===== config.mk =====
export PLATFORM = sky130hd
export DESIGN_NAME = uart_ring_buffer_pair
export DESIGN_NICKNAME = d
export VERILOG_FILES = /design/src/hw/rtl/urbp_pkg.sv /design/src/hw/rtl/uart_ring_buffer_pair.sv /design/src/hw/rtl/urbp_ctrl.sv /design/src/hw/rtl/urbp_dp.sv
export SDC_FILE = /design/constraint.sdc
export NUM_CORES = 1
export LEC_CHECK = 0
export BUFFER_PORTS_ARGS = -buffer_cell sky130_fd_sc_hd__buf_2
export CAP_MARGIN = 5
export CORE_MARGIN = 3
export CORE_UTILIZATION = 62
export DETAILED_ROUTE_END_ITERATION = 10
export PLACE_DENSITY_LB_ADDON = 0.12
export SETUP_SLACK_MARGIN = 0.15
export SLEW_MARGIN = 0
export SYNTH_ARGS = -nofsm -noshare
export SYNTH_HDL_FRONTEND = slang
export SYNTH_SLANG_ARGS = --single-unit

===== constraint.sdc =====
create_clock -name clk -period 2.9 [get_ports clk]
set_clock_uncertainty 0.1 [all_clocks]
set_input_delay 0.58 -clock clk [delete_from_list [all_inputs] [get_ports clk]]
set_output_delay 0.58 -clock clk [all_outputs]
set_load 0.03 [all_outputs]

===== src/hw/rtl/urbp_pkg.sv =====
// Package with shared types and constants for the UART ring buffer pair.
`timescale 1ns / 1ps

package urbp_pkg;

  localparam logic [2:0] OP_RX_BYTE  = 3'd0;
  localparam logic [2:0] OP_TX_READY = 3'd1;
  localparam logic [2:0] OP_READ     = 3'd2;
  localparam logic [2:0] OP_SEND     = 3'd3;
  localparam logic [2:0] OP_QUEUE    = 3'd4;
  localparam logic [2:0] OP_START_TX = 3'd5;
  localparam logic [2:0] OP_FLUSH    = 3'd6;

  localparam logic [1:0] ST_OK       = 2'd0;
  localparam logic [1:0] ST_TX_FULL  = 2'd1;
  localparam logic [1:0] ST_RX_OVF   = 2'd2;
  localparam logic [1:0] ST_RX_EMPTY = 2'd3;

  localparam logic [1:0] PH_NONE   = 2'd0;
  localparam logic [1:0] PH_FIRST  = 2'd1;
  localparam logic [1:0] PH_SECOND = 2'd2;

  localparam logic [7:0] PREFIX_FIRST  = 8'h2F;
  localparam logic [7:0] PREFIX_SECOND = 8'h5C;

  typedef enum logic [0:0] {
    S_IDLE,
    S_EXEC
  } state_t;

  typedef struct packed {
    logic load;
    logic exec;
  } cmd_t;

  typedef struct packed {
    logic out_free;
  } sts_t;

endpackage


===== src/hw/rtl/uart_ring_buffer_pair.sv =====
// Top level of the UART receive/transmit ring buffer pair.
//
//   Channel  Direction  Handshake            Payload
//   in_      input      in_valid/in_stall    in_op, in_data
//   out_     output     out_valid/out_stall  tx/read fields, status, ring flags
//   cfg_     input      cfg_we               cfg_prefix_enable
//
// Each transaction first does the registered ring read at the slot after each
// tail, then updates the pointers and loads the result register.
// One transaction is in flight at a time; a stalled result holds execution
// of the next one. Reset is synchronous, active low, and clears pointers,
// prefix phase, transmit enable and prefix_enable; no clearing pass.
`timescale 1ns / 1ps

module uart_ring_buffer_pair #(
  parameter int RX_DEPTH = 16,
  parameter int TX_DEPTH = 16
) (
  input  logic       clk,
  input  logic       rst_n,
  input  logic       in_valid,
  output logic       in_stall,
  input  logic [2:0] in_op,
  input  logic [7:0] in_data,
  input  logic       cfg_we,
  input  logic       cfg_prefix_enable,
  output logic       out_valid,
  input  logic       out_stall,
  output logic       out_tx_valid,
  output logic [7:0] out_tx_byte,
  output logic       out_read_valid,
  output logic [7:0] out_read_data,
  output logic [1:0] out_status,
  output logic       out_rx_nonempty,
  output logic       out_tx_nonempty,
  output logic       out_tx_enabled
);

  urbp_pkg::cmd_t cmd;
  urbp_pkg::sts_t sts;

  urbp_ctrl u_ctrl (
    .clk      (clk),
    .rst_n    (rst_n),
    .in_valid (in_valid),
    .in_stall (in_stall),
    .sts      (sts),
    .cmd      (cmd)
  );

  urbp_dp #(
    .RX_DEPTH (RX_DEPTH),
    .TX_DEPTH (TX_DEPTH)
  ) u_dp (
    .clk               (clk),
    .rst_n             (rst_n),
    .cmd               (cmd),
    .sts               (sts),
    .in_op             (in_op),
    .in_data           (in_data),
    .cfg_we            (cfg_we),
    .cfg_prefix_enable (cfg_prefix_enable),
    .out_valid         (out_valid),
    .out_stall         (out_stall),
    .out_tx_valid      (out_tx_valid),
    .out_tx_byte       (out_tx_byte),
    .out_read_valid    (out_read_valid),
    .out_read_data     (out_read_data),
    .out_status        (out_status),
    .out_rx_nonempty   (out_rx_nonempty),
    .out_tx_nonempty   (out_tx_nonempty),
    .out_tx_enabled    (out_tx_enabled)
  );

endmodule


===== src/hw/rtl/urbp_ctrl.sv =====
// Controller state machine: accepts a transaction, then schedules its execution.
`timescale 1ns / 1ps

module urbp_ctrl (
  input  logic           clk,
  input  logic           rst_n,
  input  logic           in_valid,
  output logic           in_stall,
  input  urbp_pkg::sts_t sts,
  output urbp_pkg::cmd_t cmd
);

  urbp_pkg::state_t state_r, state_nxt;

  always_ff @(posedge clk) begin
    if (!rst_n) begin
      state_r <= urbp_pkg::S_IDLE;
    end else begin
      state_r <= state_nxt;
    end
  end

  always_comb begin
    state_nxt = state_r;
    unique case (state_r)
      urbp_pkg::S_IDLE: begin
        if (in_valid) state_nxt = urbp_pkg::S_EXEC;
      end
      urbp_pkg::S_EXEC: begin
        if (sts.out_free) state_nxt = urbp_pkg::S_IDLE;
      end
      default: state_nxt = urbp_pkg::S_IDLE;
    endcase
  end

  always_comb begin
    in_stall = 1'b1;
    cmd      = '0;
    unique case (state_r)
      urbp_pkg::S_IDLE: begin
        in_stall = 1'b0;
        cmd.load = in_valid;
      end
      urbp_pkg::S_EXEC: begin
        cmd.exec = sts.out_free;
      end
      default: begin
        in_stall = 1'b1;
      end
    endcase
  end

endmodule


===== src/hw/rtl/urbp_dp.sv =====
// Datapath: receive and transmit rings, pointers, prefix phase and result register.
`timescale 1ns / 1ps

module urbp_dp #(
  parameter int RX_DEPTH = 16,
  parameter int TX_DEPTH = 16
) (
  input  logic           clk,
  input  logic           rst_n,
  input  urbp_pkg::cmd_t cmd,
  output urbp_pkg::sts_t sts,
  input  logic [2:0]     in_op,
  input  logic [7:0]     in_data,
  input  logic           cfg_we,
  input  logic           cfg_prefix_enable,
  output logic           out_valid,
  input  logic           out_stall,
  output logic           out_tx_valid,
  output logic [7:0]     out_tx_byte,
  output logic           out_read_valid,
  output logic [7:0]     out_read_data,
  output logic [1:0]     out_status,
  output logic           out_rx_nonempty,
  output logic           out_tx_nonempty,
  output logic           out_tx_enabled
);

  localparam int RX_AW = (RX_DEPTH > 1) ? $clog2(RX_DEPTH) : 1;
  localparam int TX_AW = (TX_DEPTH > 1) ? $clog2(TX_DEPTH) : 1;
  localparam logic [RX_AW-1:0] RX_LAST = RX_AW'(RX_DEPTH - 1);
  localparam logic [TX_AW-1:0] TX_LAST = TX_AW'(TX_DEPTH - 1);

  logic [7:0] rx_mem [RX_DEPTH];
  logic [7:0] tx_mem [TX_DEPTH];

  logic [RX_AW-1:0] rx_head_r, rx_head_nxt, rx_tail_r, rx_tail_nxt;
  logic [TX_AW-1:0] tx_head_r, tx_head_nxt, tx_tail_r, tx_tail_nxt;
  logic [RX_AW-1:0] rx_head_inc, rx_tail_inc;
  logic [TX_AW-1:0] tx_head_inc, tx_tail_inc;
  logic [1:0]       phase_r, phase_nxt;
  logic             irq_r, irq_nxt;
  logic             prefix_en_r;
  logic [2:0]       op_r;
  logic [7:0]       data_r;
  logic [7:0]       rx_rd_r, tx_rd_r;
  logic             rx_we, tx_we;

  logic             out_valid_r;
  logic             tx_valid_r, tx_valid_nxt;
  logic [7:0]       tx_byte_r, tx_byte_nxt;
  logic             read_valid_r, read_valid_nxt;
  logic [7:0]       read_data_r, read_data_nxt;
  logic [1:0]       status_r, status_nxt;
  logic             rx_ne_r, tx_ne_r, tx_en_r;

  assign rx_head_inc = (rx_head_r == RX_LAST) ? '0 : rx_head_r + 1'b1;
  assign rx_tail_inc = (rx_tail_r == RX_LAST) ? '0 : rx_tail_r + 1'b1;
  assign tx_head_inc = (tx_head_r == TX_LAST) ? '0 : tx_head_r + 1'b1;
  assign tx_tail_inc = (tx_tail_r == TX_LAST) ? '0 : tx_tail_r + 1'b1;

  assign sts.out_free = !out_valid_r || !out_stall;

  // Operand capture and ring reads at the slot after each tail
  always_ff @(posedge clk) begin
    if (cmd.load) begin
      op_r    <= in_op;
      data_r  <= in_data;
      rx_rd_r <= rx_mem[rx_tail_inc];
      tx_rd_r <= tx_mem[tx_tail_inc];
    end
  end

  always_ff @(posedge clk) begin
    if (rx_we) rx_mem[rx_head_inc] <= data_r;
  end

  always_ff @(posedge clk) begin
    if (tx_we) tx_mem[tx_head_inc] <= data_r;
  end

  always_comb begin
    rx_head_nxt    = rx_head_r;
    rx_tail_nxt    = rx_tail_r;
    tx_head_nxt    = tx_head_r;
    tx_tail_nxt    = tx_tail_r;
    phase_nxt      = phase_r;
    irq_nxt        = irq_r;
    rx_we          = 1'b0;
    tx_we          = 1'b0;
    tx_valid_nxt   = 1'b0;
    tx_byte_nxt    = 8'h00;
    read_valid_nxt = 1'b0;
    read_data_nxt  = 8'h00;
    status_nxt     = urbp_pkg::ST_OK;
    unique case (op_r)
      urbp_pkg::OP_RX_BYTE: begin
        if (rx_head_inc == rx_tail_r) begin
          status_nxt = urbp_pkg::ST_RX_OVF;
        end else begin
          rx_head_nxt = rx_head_inc;
          rx_we       = cmd.exec;
        end
      end
      urbp_pkg::OP_TX_READY: begin
        if (irq_r) begin
          if (tx_head_r != tx_tail_r) begin
            tx_valid_nxt = 1'b1;
            if (prefix_en_r && phase_r == urbp_pkg::PH_NONE) begin
              phase_nxt   = urbp_pkg::PH_FIRST;
              tx_byte_nxt = urbp_pkg::PREFIX_FIRST;
            end else if (prefix_en_r && phase_r == urbp_pkg::PH_FIRST) begin
              phase_nxt   = urbp_pkg::PH_SECOND;
              tx_byte_nxt = urbp_pkg::PREFIX_SECOND;
            end else begin
              phase_nxt   = urbp_pkg::PH_NONE;
              tx_tail_nxt = tx_tail_inc;
              tx_byte_nxt = tx_rd_r;
            end
          end else begin
            irq_nxt = 1'b0;
          end
        end
      end
      urbp_pkg::OP_READ: begin
        if (rx_head_r == rx_tail_r) begin
          status_nxt = urbp_pkg::ST_RX_EMPTY;
        end else begin
          rx_tail_nxt    = rx_tail_inc;
          read_valid_nxt = 1'b1;
          read_data_nxt  = rx_rd_r;
        end
      end
      urbp_pkg::OP_SEND, urbp_pkg::OP_QUEUE: begin
        if (tx_head_inc == tx_tail_r) begin
          status_nxt = urbp_pkg::ST_TX_FULL;
        end else begin
          tx_head_nxt = tx_head_inc;
          tx_we       = cmd.exec;
          if (op_r == urbp_pkg::OP_SEND) irq_nxt = 1'b1;
        end
      end
      urbp_pkg::OP_START_TX: begin
        irq_nxt = 1'b1;
      end
      urbp_pkg::OP_FLUSH: begin
        rx_head_nxt = '0;
        rx_tail_nxt = '0;
        tx_head_nxt = '0;
        tx_tail_nxt = '0;
        phase_nxt   = urbp_pkg::PH_NONE;
        irq_nxt     = 1'b0;
      end
      default: begin
        status_nxt = urbp_pkg::ST_OK;
      end
    endcase
  end

  always_ff @(posedge clk) begin
    if (!rst_n) begin
      rx_head_r   <= '0;
      rx_tail_r   <= '0;
      tx_head_r   <= '0;
      tx_tail_r   <= '0;
      phase_r     <= urbp_pkg::PH_NONE;
      irq_r       <= 1'b0;
      prefix_en_r <= 1'b0;
      out_valid_r <= 1'b0;
    end else begin
      if (cfg_we) prefix_en_r <= cfg_prefix_enable;
      if (cmd.exec) begin
        rx_head_r   <= rx_head_nxt;
        rx_tail_r   <= rx_tail_nxt;
        tx_head_r   <= tx_head_nxt;
        tx_tail_r   <= tx_tail_nxt;
        phase_r     <= phase_nxt;
        irq_r       <= irq_nxt;
        out_valid_r <= 1'b1;
      end else if (!out_stall) begin
        out_valid_r <= 1'b0;
      end
    end
  end

  always_ff @(posedge clk) begin
    if (cmd.exec) begin
      tx_valid_r   <= tx_valid_nxt;
      tx_byte_r    <= tx_byte_nxt;
      read_valid_r <= read_valid_nxt;
      read_data_r  <= read_data_nxt;
      status_r     <= status_nxt;
      rx_ne_r      <= (rx_head_nxt != rx_tail_nxt);
      tx_ne_r      <= (tx_head_nxt != tx_tail_nxt);
      tx_en_r      <= irq_nxt;
    end
  end

  assign out_valid       = out_valid_r;
  assign out_tx_valid    = tx_valid_r;
  assign out_tx_byte     = tx_byte_r;
  assign out_read_valid  = read_valid_r;
  assign out_read_data   = read_data_r;
  assign out_status      = status_r;
  assign out_rx_nonempty = rx_ne_r;
  assign out_tx_nonempty = tx_ne_r;
  assign out_tx_enabled  = tx_en_r;

endmodule


; Word level (Yosys, flattened, before mapping)
; Memory sizes are Yosys's and may differ from the RTL's. A register that Yosys moved wholly into a read port is not among the register bits.
; Cells that the tools add are included.
[word_totals]
reg_bits = 56
ramBits = 256
input_bits = 17
out_inout_bits = 25
elab_cells = 114
mem_count = 2
[mem_list]
columns = name, depth, word_bits, read_ports, rd_clocked_by_memory_dff, write_ports, line_no
row1 = u_dp.rx_mem, 16, 8, 1, 1, 1, urbp_dp.sv:33  ; logic [7:0] rx_mem [RX_DEPTH];
row2 = u_dp.tx_mem, 16, 8, 1, 1, 1, urbp_dp.sv:34  ; logic [7:0] tx_mem [TX_DEPTH];
[op_classes]
n_addsub = 4
n_eq_ne = 20
muxes = 48
n_bitwise = 5
reduce_logical = 14
[ops]
columns = op, n
row1 = two-way mux 4 bit, 11
row2 = one-hot mux 4 bit (2 select lines), 4
row3 = two-way mux 1 bit, 21
row4 = adder 4 x 1 -> 4 bit (second input constant), 4
row5 = == test 4 bit (second input constant), 4
row6 = == test 4 bit, 3
row7 = two-way mux 2 bit, 6
row8 = != test 4 bit, 3
row9 = == test 3 bit (second input constant), 3
row10 = two-way mux 7 bit, 1
row11 = == test 3 x 2 -> 1 bit (second input constant), 2
row12 = two-way mux 6 bit, 1
row13 = != test 2 x 1 -> 1 bit (second input constant), 3
row14 = one-hot mux 2 bit (3 select lines), 1
row15 = NOT 1 bit, 5
row16 = OR reduction 5 bit, 1
row17 = one-hot mux 1 bit (4 select lines), 1
row18 = one-hot mux 2 bit (2 select lines), 1
row19 = AND reduction 4 bit, 1
row20 = OR reduction 2 bit, 2
row21 = OR reduction 4 bit, 1
row22 = == test 3 x 1 -> 1 bit (second input constant), 1
row23 = zero test 3 bit, 1
row24 = AND reduction 3 bit, 1
row25 = 7 further kinds, 9

; Longest topological paths before layout
[logic_depth]
ltp_word = 8
depth_mapped = 10
mapped_depth_nobuf = 9

; Modules after synthesis
; A second synthesis with hierarchy kept.
[hier_totals]
cells_unflattened = 834
hier_area_um2 = 13939.6
[modules_own_cells]
columns = mod, n_inst, cells_each, area_each_um2, seq_area_each_um2
row1 = urbp_dp, 1, 829, 13893.3, 9609.2
row2 = urbp_ctrl, 1, 5, 46.3, 20.0

; Worst setup path before layout
; OpenSTA, ideal clock, no wires.
[synth_path]
kind = register to register
startpoint = register u_dp.rx_head_r[0]
endpoint = memory u_dp.rx_mem[0][0] (enable)
setup_ps = 370
arrival_time_ps = 2170
required_ps = 2430
path_slack_ps = 260
path_stages_with_launch = 10
path_buffers = 1
cell_sequence = dfxtp_1 > buf_2 > inv_1 > ha_1 > xnor2_1 > nand3_1 > a211oi_4 > nor3_1 > nand2_1 > nor2_1
[synth_between]
elab_chain_cells = 7
elab_cells_between_ends = 8
cone_classes = 1 x add/sub / 2 x eq/ne / 5 x mux
[synth_rtl]
columns = element, line_no
row1 = from (decl), urbp_dp.sv:36  ; logic [RX_AW-1:0] rx_head_r, rx_head_nxt, rx_tail_r, rx_tail_nxt;
row2 = from (signal assigned), urbp_dp.sv:172  ; rx_head_r <= rx_head_nxt;
row3 = adder 4 x 1 -> 4 bit / == test 4 bit (equally long branches), urbp_dp.sv:56  ; assign rx_head_inc = (rx_head_r == RX_LAST) ? '0 : rx_head_r + 1'b1;
row4 = two-way mux 4 bit *, urbp_dp.sv:56
row5 = == test 4 bit, urbp_dp.sv:97  ; if (rx_head_inc == rx_tail_r) begin
row6 = two-way mux 1 bit, urbp_dp.sv:97
row7 = two-way mux 1 bit, urbp_dp.sv:95  ; unique case (op_r)
row8 = two-way mux 1 bit, urbp_dp.sv:74  ; if (rx_we) rx_mem[rx_head_inc] <= data_r;
row9 = two-way mux 1 bit (implied by the code), urbp_dp.sv:74
row10 = to (decl), urbp_dp.sv:33
; Mark *: on every way between the ends. The rest lies on a longest branch, timed or not.

; Worst setup path after layout
[layout_path]
startpoint = register u_dp.tx_head_r[1]
endpoint = memory u_dp.tx_mem[9][7] (enable)
[layout_between]
elab_chain_cells = 7
elab_cells_between_ends = 8
cone_classes = 1 x add/sub / 2 x eq/ne / 5 x mux
[layout_rtl]
columns = element, line_no
row1 = from (decl), urbp_dp.sv:37  ; logic [TX_AW-1:0] tx_head_r, tx_head_nxt, tx_tail_r, tx_tail_nxt;
row2 = from (signal assigned), urbp_dp.sv:174  ; tx_head_r <= tx_head_nxt;
row3 = adder 4 x 1 -> 4 bit / == test 4 bit (equally long branches), urbp_dp.sv:58  ; assign tx_head_inc = (tx_head_r == TX_LAST) ? '0 : tx_head_r + 1'b1;
row4 = two-way mux 4 bit *, urbp_dp.sv:58
row5 = == test 4 bit, urbp_dp.sv:134  ; if (tx_head_inc == tx_tail_r) begin
row6 = two-way mux 1 bit, urbp_dp.sv:134
row7 = two-way mux 1 bit, urbp_dp.sv:95
row8 = two-way mux 1 bit, urbp_dp.sv:78  ; if (tx_we) tx_mem[tx_head_inc] <= data_r;
row9 = two-way mux 1 bit (implied by the code), urbp_dp.sv:78
row10 = to (decl), urbp_dp.sv:34
; Marked as above.

==> results.ini <==
[outcome]
outcome = finished clean

[setup_path]
startpoint_type = flip-flop
crit_start = u_dp.tx_head_r[1]$_SDFFE_PN0P_
cp_max_fo = 8
crit_family = compound AO/OA/AOI/OAI gates
path_class = flip-flop to flip-flop
critPathCaptureType = flip-flop
arrival_ns = 2.78
rrSetupSlack_ns = 0.23
critical_path_required_ns = 3.01
critical_path_buf_inv_count = 1
crit-reg2reg-launch = u_dp.tx_head_r[1]$_SDFFE_PN0P_
cp_slowest_stage_delay_ns = 0.47
worstPathCellList = ha_2 > a21oi_1 > o22ai_4 > xor2_4 > a21oi_4 > nand3_1 > nor2_1 > buf_4
cp_slowest_cell = dfxtp_1

[global_routing]
grt_max_degree = 46
grt_pass1_wl_mm = 46.54
grt_usage_pct = 25.39
grt_pass1_vias = 7837
antenna_found_initial = 0
grt-ovfl-total = 0

[floorplan]
ios = 42
die-area_um2 = 24260
start_util_pct = 63.32
rows = 54
die_width_um = 155.8
core_area_um2 = 21960
die_height_um = 155.8

[sta]
tns_ns = 0
worstMarginPinSlew_ns = 0.6628
hold_viol = 0
finalCritPeriodShare_pct = 92.04
fmax_ghz = 0.3746
rsz0062_at_grt = yes
fin_ws_ns = 0.2308
setup_viol = 0
drv_slew = 0
relSlewSlack_pct = 55.51
period_needed_ns = 2.669

[synth]
synth_xor_area_share_pct = 2.241
synth_mux_area_share_pct = 13.05
synth-seq-cells = 328
synth_warnings = 0
synth_flop_cell = edfxtp_1
post_synth_fa_ha_maj_area_fraction_pct = 1.080
yosys.area_share.simple_pct = 6.362
synth_edf_count = 306
synthCells = 840
async_flop_share_pct = 0
avgSynthCellArea_um2 = 16.55
synth_top_family_by_area = multiplexers
synth.distinct_cells = 67
synth_fp_nets = 869
syn_area_um2 = 13900
synth_compound_area_share_pct = 5.832
ys_seq_area_share_pct = 69.26

[final_layout]
drive_gt1_share_pct = 25.43
layout.nets = 984
area_growth_pct = 16.45
antenna_cells = 0
nFillCells = 1313

[placed_design]
numPortBuffers = 41
place.gp.congestion = 0.9441
dp_hpwl_mm = 19.65
dp_slack_ns = 0.08313

[routing]
drcViolationCount = 0
wl_mm = 30.06
viasPerCell = 6.243
via_count = 7860
drtIter0Drc = 730
ant_nets = 0
drt_pre_antenna_iters = 5
post_drt_wl_per_cell_um = 23.88

[power]
vdd_drop_max_uv = 553.5
cellLeakagePower_nw = 5.464
powerDensity_nw_per_um2 = 658.7

[cts]
clk_path_buf_depth = 3
ctsHoldBuffers = 0
clk_latency_ns = 0.51
root_buffer = clkbuf_16
cts_buffers = 35
cts_tree = built
clk_pin_slew_ns = 0.06
htreeDepth = 2
cts_sinks = 328

[run]
maxCapViolations = 0

[hold_path]
min-delay-start = in_op[1]
hold_path.class = input pin to flip-flop

-- Yosys cell counts, types with 3 or more instances --
master	n	area share [%]
a211oi_1	13	0.70
a21boi_0	4	0.22
a21oi_1	30	1.1
a22oi_1	8	0.43
a311oi_1	3	0.19
a31oi_1	4	0.18
a31oi_2	3	0.27
a32oi_1	3	0.19
and2_1	15	0.67
buf_2	18	0.65
buf_4	9	0.49
clkbuf_1	15	0.40
dfxtp_1	22	3.2
edfxtp_1	306	66
ha_1	12	1.1
inv_1	11	0.30
mux2i_1	71	5.1
mux4_2	49	7.9
nand2_1	37	1.0
nand2b_1	6	0.27
nand3_1	12	0.43
nand4_1	4	0.18
nor2_1	58	1.6
nor2b_1	23	1.0
nor3_1	4	0.14
nor3b_1	4	0.22
o211a_1	4	0.29
o21ai_0	19	0.68
o21ai_1	3	0.11
o31ai_1	3	0.16
xnor2_1	7	0.44
xor2_1	14	0.88
xor2_4	3	0.59
-- power by group --
part | internal (W) | switching (W)
Combinational | 0.000236 | 0.000394
Sequential | 0.00526 | 0.0000502
Clock | 0.00302 | 0.00170
-- kinds of logic after synthesis --
group,count (synthesis)
buf+inv,60
mux,120
flops,328
compound gates,115
fa+ha+maj,12
simple gates,179
xor+xnor,26
-- cell usage in the layout, fill, tap and decap left out, types with 8 or more instances in the layout --
cell type	count
bufinv_16	8
and2_1	15
a211oi_1	13
nand3_1	11
mux2i_1	71
nor2b_1	22
clkbuf_16	37
mux4_2	49
o21ai_0	18
buf_4	79
a21oi_1	30
xor2_1	13
buf_2	41
dfxtp_1	21
clkinv_1	8
edfxtp_1	306
ha_1	9
nor2_1	57
a22oi_1	8
nand2_1	37
inv_1	11
-- flip-flops by register name (all words and copies together), names as in the netlist, 2 cells and up --
| name | cells |
|---|---|
| u_dp.out_tx_byte | 8 |
| u_dp.tx_tail_r | 4 |
| u_dp.out_read_data | 8 |
| u_dp.op_r | 3 |
| u_dp.rx_rd_r | 8 |
| u_dp.tx_rd_r | 8 |
| u_dp.tx_mem | 128 |
| u_dp.tx_head_r | 4 |
| u_dp.rx_tail_r | 4 |
| u_dp.rx_mem | 128 |
| u_dp.phase_r | 2 |
| u_dp.data_r | 8 |
| u_dp.out_status | 2 |
| u_dp.rx_head_r | 4 |
-- layout make-up --
class                   instances  area [µm²]  share of cell area [%]
clock buffers                  42       944.7                   5.835
multi-input cells             452        4026                   24.87
flip-flops and latches        328        9630                   59.48
inverters                      13       53.80                  0.3323
clock inverters                19       286.5                   1.770
well taps                     280       350.3                   2.164
repair buffers                125       898.4                   5.549
-- repair_timing --
item / in CTS / in global routing
pin swaps: 1 / 2
gates resized for setup: 2 / 8
buffers inserted: 3 / 3
endpoints found under the setup margin: 104 / 262
-- stage by stage --
step                power (W)  cell area, µm²  hold slack [ns]  util, %  instances
global placement     0.006004           14870           0.4035    67.70       1192
floorplan            0.005778           13900           0.3728        -        840
global route          0.01100           16190           0.1359    73.73       1259
detailed placement   0.006023           14870           0.4026    67.70       1192
CTS                   0.01073           16130           0.1322    73.45       1256
finish                0.01066           16190           0.1476    73.73       1259
-- metal layers --
layer	part of all wire (%)	vias to the layer above	global-route usage (%)
li1	-	3490	-
met1	44	3955	39.45
met2	47	368	38.91
met3	8.0	47	3.967
met4	1.7	0	5.971
met5	0	-	0
-- final timing paths --
| path | to | cells past startpoint |
|---|---|---|
| worst max-delay path | u_dp.tx_mem[9][7]$_DFFE_PP_ | 8 |
| worst min-delay path | u_dp.op_r[1]$_DFFE_PP_ | 1 |
| worst max register to register | u_dp.tx_mem[9][7]$_DFFE_PP_ | 8 |
| worst min register to register | u_dp.out_read_data[5]$_SDFFCE_PP0P_ | 1 |
(Power assumes the default switching activity.)
